## src/rtl/lats_ram.sv

```systemverilog
// Generic single-write, single-read RAM with a registered read port.
module lats_ram #(
	parameter int WIDTH = 64,
	parameter int DEPTH = 64
) (
	input  logic                     clk,
	input  logic                     we,
	input  logic [$clog2(DEPTH)-1:0] waddr,
	input  logic [WIDTH-1:0]         wdata,
	input  logic [$clog2(DEPTH)-1:0] raddr,
	output logic [WIDTH-1:0]         rdata
);

	logic [WIDTH-1:0] mem_q [DEPTH];

	// Write port and registered read port.
	always_ff @(posedge clk) begin
		if (we) begin
			mem_q[waddr] <= wdata;
		end
		rdata <= mem_q[raddr];
	end

endmodule

```

## config.mk

```make
export PLATFORM = sky130hd
export DESIGN_NAME = lats_ram
export DESIGN_NICKNAME = d
export VERILOG_FILES = /design/src/rtl/lats_ram.sv
export SDC_FILE = /design/constraint.sdc
export NUM_CORES = 2
export LEC_CHECK = 0
export BUFFER_PORTS_ARGS = -buffer_cell sky130_fd_sc_hd__buf_2
export CORE_MARGIN = 3
export CORE_UTILIZATION = 57
export CTS_CLUSTER_DIAMETER = 150
export DETAILED_ROUTE_END_ITERATION = 12
export PLACE_DENSITY = 0.76
export SLEW_MARGIN = 20
export SYNTH_ARGS = -nofsm -noshare
export SYNTH_HDL_FRONTEND = slang
export SYNTH_SLANG_ARGS = --single-unit
```

## constraint.sdc

```tcl
create_clock -name clk -period 6.7 [get_ports clk]
set_input_delay 1.675 -clock clk [delete_from_list [all_inputs] [get_ports clk]]
set_output_delay 1.675 -clock clk [all_outputs]
set_load 0.05 [all_outputs]
```

==> results.cfg <==
[detailed_routing]
dr_wl_met3_um = 55400
highest_layer = met5
wl_per_cell_um = 38.9
drt_wl_total_um = 425000
vias_per_cell = 7.09
met1_length_um = 145000
vias = 77539
drc = 0
wl_met2_um = 202000
drt_iter0_markers = 12475
antenna_left = 0
dr.pass1.iters = 6

[sta]
hold_viol_final = 0
fmax_ghz = 0.249
tns_ns = 0
relSlewSlack_pct = 20.5
rsz0062_at_grt = no
finalSetupViolCount = 0
period_needed_ns = 4.01
worst_pin_slew_ns = 1.19
slew_viol_final = 0
min_period_over_period_pct = 59.8
worst_slack_ns = 2.69
skew_ns = 0.0798

[critical_path]
arrival_ns = 4.72
endpoint_kind = flip-flop
r2r-start = mem_q[11][0]$_DFFE_PP_
path_delay_family = compound AO/OA/AOI/OAI gates
cp_slowest_stage_delay_ns = 0.60
slowest_stage = nand2_1
crit_type = in -> reg
path_max_fanout = 21
crit_chain = buf_2 > nor2b_1 > nand2_1 > buf_4 > a2bb2oi_1 > a31oi_1 > a211oi_1
critical_path_required_ns = 7.41
timing.critical_path.from = raddr[3]
startpoint_type = input pin
cp_num_buf_inv = 2

[clock_tree]
h-tree-depth = 5
cts_tree = done
clock_latency_ns = 0.93
ctsResizeCount = 0
cts_buffer_depth = 4
hold_buffers = 0
cts_sinks = 4160
cts-root-buf = clkbuf_16
cts.reportedPaths.clkPinSlew_ns = 0.07
cts_setup_buffers = 0
cts-buffers-inserted = 398

[grt]
grt_antenna_before_repair = 37
track_usage_pct = 30.6
grt_pass1_wl_um = 602000
grt_max_degree = 103
grt_overflow = 0
grt_pass1_vias = 79083

[yosys]
synth_area_leaders = edfxtp_1, mux4_2, mux2i_1, dfxtp_1, a22oi_1
avgSynthCellArea_um2 = 23.7
syn-cell-area_mm2 = 0.156
synthFlopType = edfxtp_1
synth_area_leader_cell = edfxtp_1
ys_ff_latch = 4160
synth_cell_types = 33
synth_async_sr_flop_share_pct = 0
netlist_instances = 6598
yosys_warnings = 0
ys_seq_area_share_pct = 79.5
synth.net_count = 6676
yosysTopAreaCellShare_pct = 78.7
synth-edff-count = 4096

[die]
die_h_um = 530
fp.dieArea_mm2 = 0.281
row_count = 191
coreArea_mm2 = 0.272
start_util_pct = 57.5
fp.dieW_um = 530
io_pins = 142

[power_and_ir_drop]
leakage_nw = 54.9
ir_drop_uv = 282
power_density_mw_per_mm2 = 307

[flow_run]
maxCapViolCount = 0

[placed_design]
dpl-instance-area_mm2 = 0.163
gp_congestion = 0.852
preCtsSetupSlack_ns = 1.85
portBuffers = 141
dp_hpwl_um = 225000

[layout]
multi_input_area_mm2 = 0.0308
nNetsFinal = 7093
drive_gt1_share_pct = 28.4
syn_to_final_growth_pct = 12.5
regArea_mm2 = 0.124
fin_area_mm2 = 0.176
fin_util_pct = 64.7
fill_cells = 16607

[min_path]
hold_path.class = reg -> reg
hp-start = mem_q[48][63]$_DFFE_PP_

[status]
status = finished clean
-- cells by family (layout without fill, tap and decap cells) --
family | Yosys count | in the layout | synth area share, %
simple gates | 386 | 386 | 1.24
other cells | 0 | 16 | 0
flops | 4160 | 4160 | 79.5
compound gates | 504 | 504 | 2.48
buf+inv | 389 | 1142 | 1.18
mux | 1159 | 1159 | 15.6
-- cell usage in the layout, fill, tap and decap left out, types with 50 or more instances in the layout --
cell / Yosys / final
a211oi_1: 63 / 63
clkbuf_16: 0 / 405
nand2_1: 58 / 56
clkbuf_1: 140 / 89
buf_4: 34 / 234
mux4_2: 1024 / 1024
a22oi_1: 168 / 168
buf_12: 0 / 50
clkinv_2: 0 / 69
edfxtp_1: 4096 / 4096
and3_1: 64 / 64
mux2i_1: 135 / 135
clkinv_1: 0 / 77
a22o_1: 88 / 88
dfxtp_1: 64 / 64
buf_2: 170 / 100
o22ai_1: 83 / 83
nor2_4: 0 / 65
-- registers in the layout, summed over array words and instances (netlist names) --
register	flops
mem_q	4096
rdata	64
-- layer usage --
| metal | vias to the layer above | track usage (%) |
|---|---|---|
| met5 | - | 0 |
| met4 | 18 | 13.5 |
| met3 | 1115 | 7.82 |
| met2 | 6297 | 47.5 |
| met1 | 40800 | 41.8 |
| li1 | 29309 | - |
-- worst reg2reg max path: stages, from the launching register on --
cell and delay (ns):
edfxtp_1 0.39, mux4_2 0.49, nor2b_1 0.16, a211oi_1 0.41, o22ai_1 0.27, and3_1 0.25
-- synthesized netlist by cell type (all sizes together), types with 2 or more instances --
cell and count:
a211oi 63, edfxtp 4096, and3 64, mux2i 135, o221ai 38, buf 230, clkbuf 140, nand2 58
o22ai 83, nand3b 2, a41oi 26, a2bb2oi 19, a22oi 168, or3 29, or2 28, dfxtp 64
mux4 1024, nand3 45, a22o 88, nor3 2, inv 19, nor2 112, a31oi 18, nand2b 11
nor2b 28, and2 3, nand4 2
-- final cells by class --
class / instances / area share (%)
diodes: 16 / 0.0228
inverters: 19 / 0.0405
flip-flops and latches: 4160 / 70.7
well taps: 3570 / 2.54
clock inverters: 221 / 1.24
clock buffers: 515 / 6.12
repair buffers: 387 / 1.88
multi-input cells: 2049 / 17.5
-- metrics by stage --
stage               instances  power, mW  hold WS, ns
finish                  10937       54.1        0.843
global route            10925       55.3        0.878
CTS                     10920       54.2        0.843
detailed placement      10184       32.2        0.828
global placement        10183       32.1        0.820
floorplan                6598       31.0        0.788
-- path summary, 6_finish.rpt --
check,slack (ns),end,cells after the start
hold / removal,0.84,rdata[63]$_DFF_P_,4
hold reg to reg,0.84,rdata[63]$_DFF_P_,4
setup / recovery,2.69,rdata[31]$_DFF_P_,7
setup reg to reg,4.58,rdata[0]$_DFF_P_,5
-- power breakdown --
group	leakage [nW]	switching, mW	internal, mW
clock	6.29	9.65	12.8
combinational	11.3	1.76	0.917
sequential	37.4	0.163	28.8
total	54.9	11.6	42.5
Note: power is estimated with default switching activity, not from simulation.
